## src/rtl/cap_pkg.sv

```systemverilog
`timescale 1ns / 1ps
// ----------------------------------------------------------------------------
// cap_pkg: shared types and constants
// Widths, register indexes, the descriptor word passed from the front end to
// the back end, and the back-end state type.
// ----------------------------------------------------------------------------
package cap_pkg;

  localparam int MAX_WIDTH  = 4096;
  localparam int COL_W      = $clog2(MAX_WIDTH);
  localparam int WID_W      = COL_W + 1;
  localparam int HGT_W      = 16;
  localparam int PIX_W      = 8;
  localparam int SUM_W      = PIX_W + 2;
  localparam int CNT_W      = 3;
  localparam int CFG_IDX_W  = 2;
  localparam int CFG_DATA_W = 16;

  localparam logic [CFG_IDX_W-1:0] REG_MODE   = 2'd0;
  localparam logic [CFG_IDX_W-1:0] REG_WIDTH  = 2'd1;
  localparam logic [CFG_IDX_W-1:0] REG_HEIGHT = 2'd2;

  localparam logic [WID_W-1:0] MAX_WIDTH_V = WID_W'(MAX_WIDTH);

  // Floor of x / 3 for x below 1024 is (x * 683) >> 11.
  localparam int RECIP3_W     = 10;
  localparam int RECIP3_SHIFT = 11;
  localparam logic [RECIP3_W-1:0] RECIP3 = 10'd683;

  localparam logic [CNT_W-1:0] CNT_NONE  = 3'd0;
  localparam logic [CNT_W-1:0] CNT_ONE   = 3'd1;
  localparam logic [CNT_W-1:0] CNT_TWO   = 3'd2;
  localparam logic [CNT_W-1:0] CNT_THREE = 3'd3;
  localparam logic [CNT_W-1:0] CNT_FOUR  = 3'd4;

  typedef struct packed {
    logic [PIX_W-1:0] sample;
    logic [COL_W-1:0] col;
    logic             has_left;
    logic             has_up;
    logic             has_ur;
    logic             last;
  } desc_t;

  typedef enum logic [1:0] {
    ST_IDLE,
    ST_UR,
    ST_SUM,
    ST_DIV
  } state_t;

endpackage

```

## src/rtl/cap_queue.sv

```systemverilog
`timescale 1ns / 1ps
// ----------------------------------------------------------------------------
// cap_queue: two-word descriptor queue
// Decouples the front end from the back end.
// ----------------------------------------------------------------------------
module cap_queue (
  input  logic           clk,
  input  logic           rst_n,
  input  logic           wr_en,
  input  cap_pkg::desc_t wr_data,
  input  logic           rd_en,
  output cap_pkg::desc_t rd_data,
  output logic           full,
  output logic           empty
);
  import cap_pkg::*;

  desc_t      entry_r [2];
  logic       wr_ptr_r;
  logic       rd_ptr_r;
  logic [1:0] count_r;

  assign full    = count_r == 2'd2;
  assign empty   = count_r == 2'd0;
  assign rd_data = entry_r[rd_ptr_r];

  always_ff @(posedge clk) begin
    if (wr_en) begin
      entry_r[wr_ptr_r] <= wr_data;
    end
  end

  always_ff @(posedge clk) begin
    if (!rst_n) begin
      wr_ptr_r <= 1'b0;
      rd_ptr_r <= 1'b0;
      count_r  <= 2'd0;
    end else begin
      if (wr_en) begin
        wr_ptr_r <= ~wr_ptr_r;
      end
      if (rd_en) begin
        rd_ptr_r <= ~rd_ptr_r;
      end
      if (wr_en && !rd_en) begin
        count_r <= count_r + 2'd1;
      end else if (rd_en && !wr_en) begin
        count_r <= count_r - 2'd1;
      end
    end
  end

endmodule

```

## config.mk

```make
export PLATFORM = sky130hd
export DESIGN_NAME = cap_queue
export DESIGN_NICKNAME = d
export VERILOG_FILES = /design/src/rtl/cap_pkg.sv /design/src/rtl/cap_queue.sv
export SDC_FILE = /design/constraint.sdc
export NUM_CORES = 1
export LEC_CHECK = 0
export ABC_AREA = 0
export BUFFER_PORTS_ARGS = -buffer_cell sky130_fd_sc_hd__buf_2
export CORE_MARGIN = 10
export CORE_UTILIZATION = 54
export DETAILED_ROUTE_END_ITERATION = 8
export HOLD_SLACK_MARGIN = 0.08
export PLACE_DENSITY = 0.89
export SLEW_MARGIN = 30
export SYNTH_ARGS = -nofsm -noshare
export SYNTH_HDL_FRONTEND = slang
export SYNTH_SLANG_ARGS = --single-unit
```

## constraint.sdc

```tcl
create_clock -name clk -period 6.2 [get_ports clk]
set_clock_uncertainty 0.2 [all_clocks]
set_input_delay 0.31 -clock clk [delete_from_list [all_inputs] [get_ports clk]]
set_output_delay 0.31 -clock clk [all_outputs]
set_load 0.005 [all_outputs]
```

After elaboration in Yosys (flattened, before gate mapping)
Memory sizes are Yosys's and may differ from the RTL's. A register that Yosys moved wholly into a read port is not among the register bits.
Index checks and enable logic that the tools add are counted.
W data, S select, Z words.
- add/sub/neg operators: 2
- reduce and logical (&&, ||, !) cells: 6
- eq/ne operators: 1
- bitwise operators: 2
- mux-type cells: 6
- operator list (kind ; number):
    $mux W1 ; 4
    $mux W2 ; 2
    $add A2 B1 Y2 const B ; 1
    $eq A2 B2 Y1 const B ; 1
    $logic_and A1 B1 Y1 ; 2
    $logic_not A1 Y1 ; 2
    $logic_not A2 Y1 ; 1
    $not A1 Y1 ; 2
    $reduce_bool A2 Y1 ; 1
    $sub A2 B1 Y2 const B ; 1
- memories kept: 1
- output and inout bits: 26
- memory bits (writable): 48
- logic and storage cells: 21
- bits of input ports: 28
- register bits after elaboration: 4
- memory list (name ; words ; bits a word ; rd ports ; clocked after memory_dff ; wr ports ; line ; source):
    entry_r ; 2 ; 24 ; 1 ; 1 ; 1 ; cap_queue.sv:18 ; desc_t entry_r [2];

Longest topological paths before layout
- depth after elaboration: 4
- mapped depth: 5
- gate-level depth less buffers: 5

Least setup slack after synthesis
Ideal clock, no wire load.
- path kind: input -> register
- start: in wr_en
- end: mem entry_r[0][0] in the netlist's numbering (enable)
- buffers on the path: 0
- path slack: 4144 ps
- library setup time: 409 ps
- arrival time: 1447 ps
- required time: 5591 ps
- stages on the path: 1
- path through: nor2b_1
- word-level cells in the longest chain between the ends: 2
- RTL lines (element ; line ; source):
    from (decl) ; cap_queue.sv:9 ; input logic wr_en,
    $mux W1 ; cap_queue.sv:28 ; if (wr_en) begin
    $mux W1 (not written as such) ; cap_queue.sv:29 ; entry_r[wr_ptr_r] <= wr_data;
    to (decl) ; cap_queue.sv:18 ;
Every way passes these cells.

==> summary.txt <==
Outcome
  • Status: completed

Yosys
  • Portion of netlist area occupied by mux cells: 13.9%
  • Adder-cell area share of the yosys netlist: 0.641%
  • Cells after synthesis: 97
  • Syn avg cell area: 20.1 µm²
  • Share of the synthesized area in the top cell type: 73.9%
  • Post-Syn Nets: 126
  • Post-Synth XOR/XNOR Area: 1.35%
  • Post-synthesis compound-gate area fraction: 1.03%
  • Largest family of logic cells by synthesized area: multiplexers
  • Distinct cells, synth: 17
  • Flip-flop and latch count after synthesis: 53
  • Synth area leaders: edfxtp_1, mux2_2, dfxtp_1
  • Register area share after synthesis: 79.0%
  • Synth Area in Simple Gates: 2.89%
  • Mapped Area: 0.00195 mm²
  • Number of synthesis warnings: 0
  • Area leader, netlist: edfxtp_1

CTS
  • Max clock buf depth: 2
  • H-tree levels: 2
  • CTS Root Cell: clkbuf_4
  • Setup repair bufs after CTS: 0
  • CTS tree: done
  • Total CTS buffers: 5
  • Worst-Skew Late Latency: 0.36 ns
  • Worst-path clk slew: 0.14 ns
  • Clk sinks: 53

Drt
  • DRT Wirelength: 3.51 mm
  • Remaining antenna violation count: 0
  • Initial DRC Count: 45
  • Avg Vias per Cell: 4.88
  • Detailed Routing Iterations Pass 1: 4
  • Mean routed wirelength per cell: 15.5 µm
  • Vias: 1102
  • Remaining routing DRC violations: 0

STA
  • Final hold viol count: 0
  • Minimum hold slack: 0.0975 ns
  • Final Cycle Share: 34.4%
  • Final Critical Period: 2.13 ns
  • Maximum clock rate: 469 MHz
  • Finish-stage setup viols: 0
  • Setup total negative slack: 0 ns
  • Relative slew slack: 53.0%
  • Worst Max-Slew Pin Slew: 0.703 ns
  • RSZ-0062 raised after global routing: false
  • Slew Limit Fails: 0

Finish
  • Syn-to-layout area delta: 33.2%
  • Antenna Cells: 0
  • Register area: 0.00154 mm²
  • Final #Nets: 208
  • Share of cells above drive strength 1: 49.4%
  • Multi-input logic area: 394 µm²
  • Fill count: 216

Hold path
  • Sink of the worst hold path: rd_ptr_r
  • Hold path start: rd_en
  • Number of cells on the worst hold path: 3
  • Min-Delay Path Class: input pin to flop

Setup path
  • R2r endpoint: entry_r[1][6]
  • Setup CP Type: flop to output port
  • R2r setup slk: 4.70 ns
  • Top cell family by delay on the critical path: flip-flops
  • Crit path cell chain: mux2_2 > buf_2
  • RR Startpoint: wr_ptr_r
  • Crit path capture type: output port
  • CP max stage cell: dfxtp_2
  • Critical Path RT: 5.69 ns
  • FF-to-FF path depth: 1
  • Worst path arrival time: 1.62 ns
  • Worst Path Buf+Inv: 1
  • Worst-path maximum fanout: 24
  • CP peak stage delay: 0.71 ns
  • Startpoint Class: flop

Die
  • Num rows: 21
  • # IOs: 54
  • Core Area: 0.00342 mm²
  • Die Wd: 80.1 µm
  • Starting Density: 57.1%
  • Total die area: 0.00642 mm²
  • Chip height: 80.1 µm

Power
  • Net switching power: 0.145 mW
  • Comb pwr share: 11.9%
  • Power Internal: 0.548 mW
  • Peak supply drop: 0.000195 V
  • Sequential power share: 61.2%
  • Leakage power: 1.00 nW
  • Pwr/cell area: 266 mW/mm²
  • Sw Ratio: 20.9%
  • Clock power frac: 26.9%

Placed design
  • Buffers on Ports: 53
  • Routability congestion estimate from global placement: 0.700
  • Hpwl dp: 2.37 mm

Global route
  • GRT Util Overall: 11.4%
  • Vias in the first global route: 1171
  • Initial antenna violation count: 0
  • Grt ovf: 0
  • First-pass GRT wire length: 5.64 mm
  • Pin count of the biggest net entering global routing: 26

Flow run
  • Max Cap Viol: 0
power groups by stage:
stage | Sequential [mW] | Combinational [mW] | Clock (mW)
final | 0.423 | 0.0825 | 0.186
after detailed placement | 0.432 | 0.0716 | 0
after global routing | 0.426 | 0.0917 | 0.204
after global placement | 0.430 | 0.0693 | 0
after floorplan | 0.424 | 0.0436 | 0
after CTS | 0.424 | 0.0843 | 0.192
logic make-up (layout without fill, tap and decap cells):
| logic type | after synthesis | in the layout |
|---|---|---|
| buffers and inverters | 4 | 87 |
| AOI/OAI and AO/OA | 3 | 3 |
| xor gates and xnor gates | 3 | 3 |
| muxes | 24 | 24 |
| adders and majority gates | 1 | 1 |
| and+or+nand+nor | 9 | 9 |
| DFF | 53 | 53 |
worst max-delay path by stage:
stage           from             to  cells after the start
6_report        flop    rd_data[22]                      2
5_1_grt         flop    rd_data[22]                      2
4_1_cts         flop    rd_data[12]                      2
3_5_place_dp    flop    rd_data[21]                      2
2_1_floorplan  wr_en  entry_r[0][0]                      1
3_3_place_gp    flop    rd_data[14]                      2
final cells by class:
cell class              count  area share, %
flip-flops and latches     53           59.4
multi-input cells          40           15.2
clock inverters             3           1.78
clock buffers               5           1.45
repair buffers             78           19.8
well taps                  46           2.22
inverters                   1          0.145
cell usage in the layout, fill, tap and decap left out, types with 2 or more instances in the layout:
cell	synthesis	layout
and2_1	4	3
buf_2	1	53
clkbuf_4	0	5
dfxtp_1	5	4
dlygate4sd3_1	0	25
edfxtp_1	48	48
mux2_2	24	24
xor2_1	2	2
cells in the mapped netlist:
| cell type | number |
|---|---|
| o21ai_0 | 1 |
| inv_1 | 1 |
| and2b_2 | 1 |
| ha_1 | 1 |
| or3_1 | 1 |
| edfxtp_1 | 48 |
| buf_2 | 1 |
| nor2b_1 | 2 |
| xor2_1 | 2 |
| dfxtp_1 | 5 |
| a21boi_1 | 1 |
| o21a_1 | 1 |
| nor2_1 | 1 |
| xnor2_1 | 1 |
| mux2_2 | 24 |
| buf_4 | 2 |
| and2_1 | 4 |
stage by stage:
stage	setup slack (ns)	utilization [%]	total power, mW	instances	area [µm²]
CTS	3.69	76.0	0.700	226	2600
global route	3.97	76.0	0.721	226	2600
finish	4.07	76.0	0.692	226	2600
detailed placement	4.11	66.2	0.503	193	2260
floorplan	4.14	-	0.467	97	1950
global placement	4.13	66.0	0.499	193	2260
tightest hold or removal path, cell delays in order:
cell    delay [ns]
buf_2         0.10
xor2_1        0.07
and2_1        0.15
sequential cells by signal, indices dropped and copies added (netlist names), named ones only:
| name | flops |
|---|---|
| count_r | 2 |
| rd_ptr_r | 1 |
| wr_ptr_r | 1 |
| entry_r | 48 |
per-layer routing:
layer  routed length, µm  track usage (%)
met1                1360             11.5
met2                1830             20.6
met3                 266             4.79
met4                  56             3.87
met5                   0                0
repair_timing:
action / in CTS / in global routing
hold buffers: 25 / 0
hold endpoints to repair: 53 / 0
resized for setup: 0 / 0
Note: power is estimated with default switching activity, not from simulation.
