File: src/rtl/cap_pkg.sv
`timescale 1ns / 1ps
// ----------------------------------------------------------------------------
// cap_pkg: shared types and constants
// Widths, register indexes, the descriptor word passed from the front end to
// the back end, and the back-end state type.
// ----------------------------------------------------------------------------
package cap_pkg;

  localparam int MAX_WIDTH  = 4096;
  localparam int COL_W      = $clog2(MAX_WIDTH);
  localparam int WID_W      = COL_W + 1;
  localparam int HGT_W      = 16;
  localparam int PIX_W      = 8;
  localparam int SUM_W      = PIX_W + 2;
  localparam int CNT_W      = 3;
  localparam int CFG_IDX_W  = 2;
  localparam int CFG_DATA_W = 16;

  localparam logic [CFG_IDX_W-1:0] REG_MODE   = 2'd0;
  localparam logic [CFG_IDX_W-1:0] REG_WIDTH  = 2'd1;
  localparam logic [CFG_IDX_W-1:0] REG_HEIGHT = 2'd2;

  localparam logic [WID_W-1:0] MAX_WIDTH_V = WID_W'(MAX_WIDTH);

  // Floor of x / 3 for x below 1024 is (x * 683) >> 11.
  localparam int RECIP3_W     = 10;
  localparam int RECIP3_SHIFT = 11;
  localparam logic [RECIP3_W-1:0] RECIP3 = 10'd683;

  localparam logic [CNT_W-1:0] CNT_NONE  = 3'd0;
  localparam logic [CNT_W-1:0] CNT_ONE   = 3'd1;
  localparam logic [CNT_W-1:0] CNT_TWO   = 3'd2;
  localparam logic [CNT_W-1:0] CNT_THREE = 3'd3;
  localparam logic [CNT_W-1:0] CNT_FOUR  = 3'd4;

  typedef struct packed {
    logic [PIX_W-1:0] sample;
    logic [COL_W-1:0] col;
    logic             has_left;
    logic             has_up;
    logic             has_ur;
    logic             last;
  } desc_t;

  typedef enum logic [1:0] {
    ST_IDLE,
    ST_UR,
    ST_SUM,
    ST_DIV
  } state_t;

endpackage

File: src/rtl/cap_front.sv
`timescale 1ns / 1ps
// ----------------------------------------------------------------------------
// cap_front: raster position tracking
// Tracks column and row, and classifies each word by which neighbors exist.
// ----------------------------------------------------------------------------
module cap_front (
  input  logic                         clk,
  input  logic                         rst_n,
  input  logic                         cfg_clear,
  input  logic [cap_pkg::WID_W-1:0]    eff_width,
  input  logic [cap_pkg::HGT_W-1:0]    eff_height,
  input  logic                         accept,
  input  logic [cap_pkg::PIX_W-1:0]    sample,
  output cap_pkg::desc_t               desc
);
  import cap_pkg::*;

  logic [COL_W-1:0] col_r, col_nxt;
  logic [HGT_W-1:0] row_r, row_nxt;
  logic [WID_W-1:0] col_inc;
  logic [HGT_W:0]   row_inc;
  logic             col_wrap;
  logic             row_wrap;

  assign col_inc  = {1'b0, col_r} + WID_W'(1);
  assign row_inc  = {1'b0, row_r} + (HGT_W + 1)'(1);
  assign col_wrap = col_inc >= eff_width;
  assign row_wrap = row_inc >= {1'b0, eff_height};

  always_comb begin
    desc.sample   = sample;
    desc.col      = col_r;
    desc.has_left = col_r != '0;
    desc.has_up   = row_r != '0;
    desc.has_ur   = (row_r != '0) && (col_inc < eff_width);
    desc.last     = (col_inc == eff_width) && (row_inc == {1'b0, eff_height});
  end

  always_comb begin
    col_nxt = col_r;
    row_nxt = row_r;
    if (accept) begin
      if (col_wrap) begin
        col_nxt = '0;
        row_nxt = row_wrap ? '0 : row_inc[HGT_W-1:0];
      end else begin
        col_nxt = col_inc[COL_W-1:0];
      end
    end
  end

  always_ff @(posedge clk) begin
    if (!rst_n || cfg_clear) begin
      col_r <= '0;
      row_r <= '0;
    end else begin
      col_r <= col_nxt;
      row_r <= row_nxt;
    end
  end

endmodule

File: config.mk
export PLATFORM = sky130hd
export DESIGN_NAME = cap_front
export DESIGN_NICKNAME = d
export VERILOG_FILES = /design/src/rtl/cap_pkg.sv /design/src/rtl/cap_front.sv
export SDC_FILE = /design/constraint.sdc
export NUM_CORES = 1
export LEC_CHECK = 0
export ABC_AREA = 1
export BUFFER_PORTS_ARGS = -buffer_cell sky130_fd_sc_hd__buf_2
export CORE_ASPECT_RATIO = 1.1
export CORE_UTILIZATION = 25
export DETAILED_ROUTE_END_ITERATION = 10
export GPL_ROUTABILITY_DRIVEN = 0
export HOLD_SLACK_MARGIN = 0.15
export MAX_ROUTING_LAYER = met4
export PLACE_DENSITY = 0.45
export REMOVE_ABC_BUFFERS = 1
export SLEW_MARGIN = 40
export SYNTH_ARGS = -nofsm -noshare
export SYNTH_HDL_FRONTEND = slang
export SYNTH_SLANG_ARGS = --single-unit
File: constraint.sdc
create_clock -name clk -period 3.6 [get_ports clk]
set_input_delay 0.72 -clock clk [delete_from_list [all_inputs] [get_ports clk]]
set_output_delay 0.72 -clock clk [all_outputs]
set_load 0.01 [all_outputs]
=== After elaboration in Yosys (flattened, before gate mapping) ===
Index checks and enable logic that the tools add are counted.
Widths: inputs -> output; s select.

* Logic and storage cells: 18
* Bits of input ports: 41
* Flip-flop bits (word level): 28
* Output and inout bits: 24

* Add/subtract/negate cells: 2
* $lt $le $gt $ge: 3
* Multiplexer cells: 2
* Eq/ne operators: 2
* Reduce and logical (&&, ||, !) cells: 7

{| class="wikitable"
|+ Operators by type and width
! kind !! count
|-
| $add 16x1->17 const B || 1
|-
| $eq 17x16->1 || 1
|-
| $ge 17x16->1 || 1
|-
| $mux 16 || 1
|-
| $reduce_bool 16->1 || 1
|-
| $add 12x1->13 const B || 1
|-
| $eq 13x13->1 || 1
|-
| $ge 13x13->1 || 1
|-
| $lt 13x13->1 || 1
|-
| $mux 12 || 1
|-
| $reduce_bool 12->1 || 1
|-
| $logic_and 1x1->1 || 2
|-
| $reduce_and 2->1 || 1
|-
| $logic_not 1->1 || 1
|-
| $logic_or 1x1->1 || 1
|}

=== Depth between registers and ports, before layout ===
* Depth after elaboration: 3
* Gate-level depth with buffers: 19
* Gate-level depth less buffers: 18

=== Least setup slack after synthesis ===
OpenSTA, ideal clock, no wires.

* Path type: flip-flop to output port
* Start: reg col_r[0]
* End: out desc[0] (netlist name)
* Slack: 0.837 ns
* Data required time: 2.880 ns
* Arrival: 2.043 ns
* Stages on the path, launching flop included: 12
* Path buffers: 0
* Cells stage by stage: dfxtp_1 > ha_1 > nand2_1 > nor2_2 > nand2_1 > nor2_2 > xor2_2 > ha_1 > nand4_1 > nor2_1 > nand2_1 > nor3_1

{| class="wikitable"
|+ RTL lines
! element !! RTL line !! source
|-
| start: declaration || cap_front.sv:18 || <nowiki>logic [COL_W-1:0] col_r, col_nxt;</nowiki>
|-
| start signal: assignment || cap_front.sv:57 || <nowiki>col_r <= col_nxt;</nowiki>
|-
| end: declaration || cap_front.sv:14 || <nowiki>output cap_pkg::desc_t desc</nowiki>
|}

==> run_results.csv <==
group,metric,value,unit
placed_design,io_buffers,48,
critical_path,timing.critical_path.buf_inv,1,
critical_path,cp_slowest_cell,"dfxtp_1",
critical_path,crit_path_cell_trace,"ha_1, nand2_1, nor2_2, nand2_1, nor2_2, xor2_2, ha_1, nand4_1, nor2_1, nand2_1, nor3_2, buf_2",
clock_tree,clkSinkCount,28,
route,dr.max_layer_used,"met4",
synth,synth_warnings,0,
clock_tree,cts_max_level,1,
route,met3WireLength,275,um
synth,ys_ff_latch,28,
sta,relSlewSlack,50.36,%
route,wire_per_inst,11.66,um
critical_path,cp_max_fo,5,
power_and_ir_drop,vdd_drop_max,158.3,uV
route,dr_wl_met2,3677,um
floorplanning,row_count,41,
placed_design,hpwl,6073,um
sta,report.final.slew_viol_count,0,
floorplanning,core,11440,um^2
critical_path,worst_setup_path_start_kind,"flip-flop",
route,drc,0,
clock_tree,clockBufferDepth,2,
grt,grt.total_usage,13.68,%
route,route.vias.total,2764,
critical_path,worst_setup_path_end_kind,"output pin",
critical_path,criticalPathCategory,"reg -> out",
layout,n_antenna_cell,0,
critical_path,slowest_delay,0.41,ns
layout,syn_to_final_growth,15.21,%
synth,synth_cell_types,29,
synth,synth_area_leaders,"dfxtp_1, nand2_1, ha_1",
sta,rsz0062_at_grt,"false",
floorplanning,num_io_pins,65,
synth,netlist.area_leader.share,19.15,%
power_and_ir_drop,power_leakage,1.970,nW
floorplanning,die-area,12150,um^2
sta,hold_viol_final,0,
synth,seq_area_frac_synth,19.15,%
synth,post-synth-top-area-cell,"dfxtp_1",
run_status,status,"finished clean",
grt,antenna_found_initial,0,
floorplanning,die_x,105.2,um
layout,fillers,1306,
sta,timing.final.ws_setup,0.3173,ns
critical_path,crit_path_frequent_cell,"nand2_1",
grt,grt_pass1_vias,2707,
clock_tree,cts_buffers,3,
critical_path,arrival,2.56,ns
sta,max_freq,304.6,MHz
route,drt-total-wl,7568,um
route,dr.pass1.iters,4,
sta,fin_crit,3.283,ns
grt,grt_pass1_wl,12810,um
synth,syn_area_per_cell,6.379,um^2
clock_tree,cts_tree,"built",
floorplanning,initial_utilization,25.59,%
synth,syn_inst,459,
power_and_ir_drop,powerDensity,221.9,nW/um^2
synth,syn_area,2928,um^2
sta,final.setup.tns,0,ns
floorplanning,die_h,115.5,um
sta,period_share,91.19,%
sta,tightestPinTransition,0.7428,ns
layout,drive_gt1_share,19.44,%
min_path,hp-class,"reg -> reg",
placed_design,dp_slack,0.5374,ns
critical_path,path_delay_family,"simple AND/OR/NAND/NOR gates",
clock_tree,clockRootBuffer,"clkbuf_16",
route,drt_iter0_drc,91,
layout,nets,574,
route,viasPerCell,4.259,
sta,setup_viol,0,
grt,gr-total-overflow,0,
sta,clock_skew,0.002603,ns
route,wl_met1,3592,um
clock_tree,clk_pin_slew,0.08,ns
route,ant_nets,0,
clock_tree,cts_hold_buf,0,
grt,grt_max_degree,19,
flow_run,max-cap-violations,0,
clock_tree,clk_latency,0.27,ns
critical_path,cp_data_required_time,2.88,ns
-- logic make-up (layout without fill, tap and decap cells) --
group,Yosys count,in the layout,share of synthesized area [%]
AND/OR/NAND/NOR,240,240,39.61
adder cells (fa/ha/maj),33,33,14.10
flip-flops,28,28,19.15
XOR/XNOR,18,18,6.154
buffers and inverters,116,156,16.79
AO/OA/AOI/OAI,24,24,4.188
-- registers in the layout (all words and copies together) (netlist names) --
| name | count |
|---|---|
| col_r | 12 |
| row_r | 16 |
-- worst register-to-register path, stage by stage, from the launching register on --
cell	delay (ns)
dfxtp_1	0.41
ha_1	0.21
nand2_1	0.07
nor2_2	0.16
nand2_1	0.15
nor2_2	0.15
xor2_2	0.09
ha_1	0.30
nand4_1	0.15
nor2_1	0.12
nand2_1	0.14
nand3_2	0.13
nand2_2	0.25
inv_2	0.37
nand2_1	0.11
inv_1	0.08
nor2_2	0.03
-- report_power, final --
part           switching (W)  internal (W)
clock               0.000122      0.000222
sequential        0.00000328      0.000312
combinational      0.0000534     0.0000366
-- Yosys cell counts (all sizes together) --
library cell  instances
nand3                35
xor2                 18
nand2               138
o21ai                 4
clkbuf                2
buf                  12
nor2                 46
a21o                  1
nor3                  5
a21oi                19
dfxtp                28
clkinv                1
inv                 101
ha                   33
nand4                10
nor4                  5
and3                  1
-- routing by layer --
layer  GRT usage (%)  vias to the layer above
li1                -                     1480
met1           16.07                     1223
met2           24.91                       59
met3           2.531                        2
met4           1.690                        0
met5               -                        -
-- cell usage in the layout (no fill, tap or decap), drive strengths merged --
cell      n
nand2   138
and3      1
a21o      1
ha       33
dfxtp    28
nand3    35
xor2     18
nor4      5
nor3      5
clkbuf    3
clkinv    1
nor2     46
nand4    10
a21oi    19
bufinv    1
o21ai     4
buf      50
inv     101
-- path summary, 6_finish.rpt --
| path | cells after the start | start | end | slack (ns) |
|---|---|---|---|---|
| hold / removal | 2 | col_r[0] | col_r[0] | 0.52 |
| setup / recovery | 12 | col_r[1] | desc[0] | 0.32 |
| setup reg to reg | 16 | col_r[1] | row_r[2] | 0.60 |
| hold reg to reg | 2 | col_r[0] | col_r[0] | 0.52 |
-- metrics by stage --
step                      instances  total power, W  instance area (um^2)  hold slack (ns)  utilization, %
after global routing            649       0.0007941                  3373           0.5404           29.49
after detailed placement        645       0.0004140                  3262           0.5266           28.51
after CTS                       649       0.0007657                  3367           0.5389           29.43
final                           649       0.0007486                  3373           0.5194           29.49
after floorplan                 445       0.0003726                  2819           0.5267               -
after global placement          645       0.0004138                  3262           0.5131           28.51
-- area by class of cell --
cell class              instances  area, um^2  share of cell area [%]
multi-input cells             315        1881                   55.75
clock inverters                 1       30.03                  0.8902
well taps                     150       187.7                   5.564
flip-flops and latches         28       561.8                   16.65
clock buffers                   3       75.07                   2.226
inverters                     102       382.9                   11.35
repair buffers                 50       255.2                   7.567
-- what timing repair did --
| item | in CTS | in global routing |
|---|---|---|
| endpoints found under the setup margin | 0 | 1 |
| endpoints found under the hold margin | 0 | 0 |
| buffers inserted | 0 | 0 |
| gates resized for setup | 0 | 2 |
(Power assumes the default switching activity.)
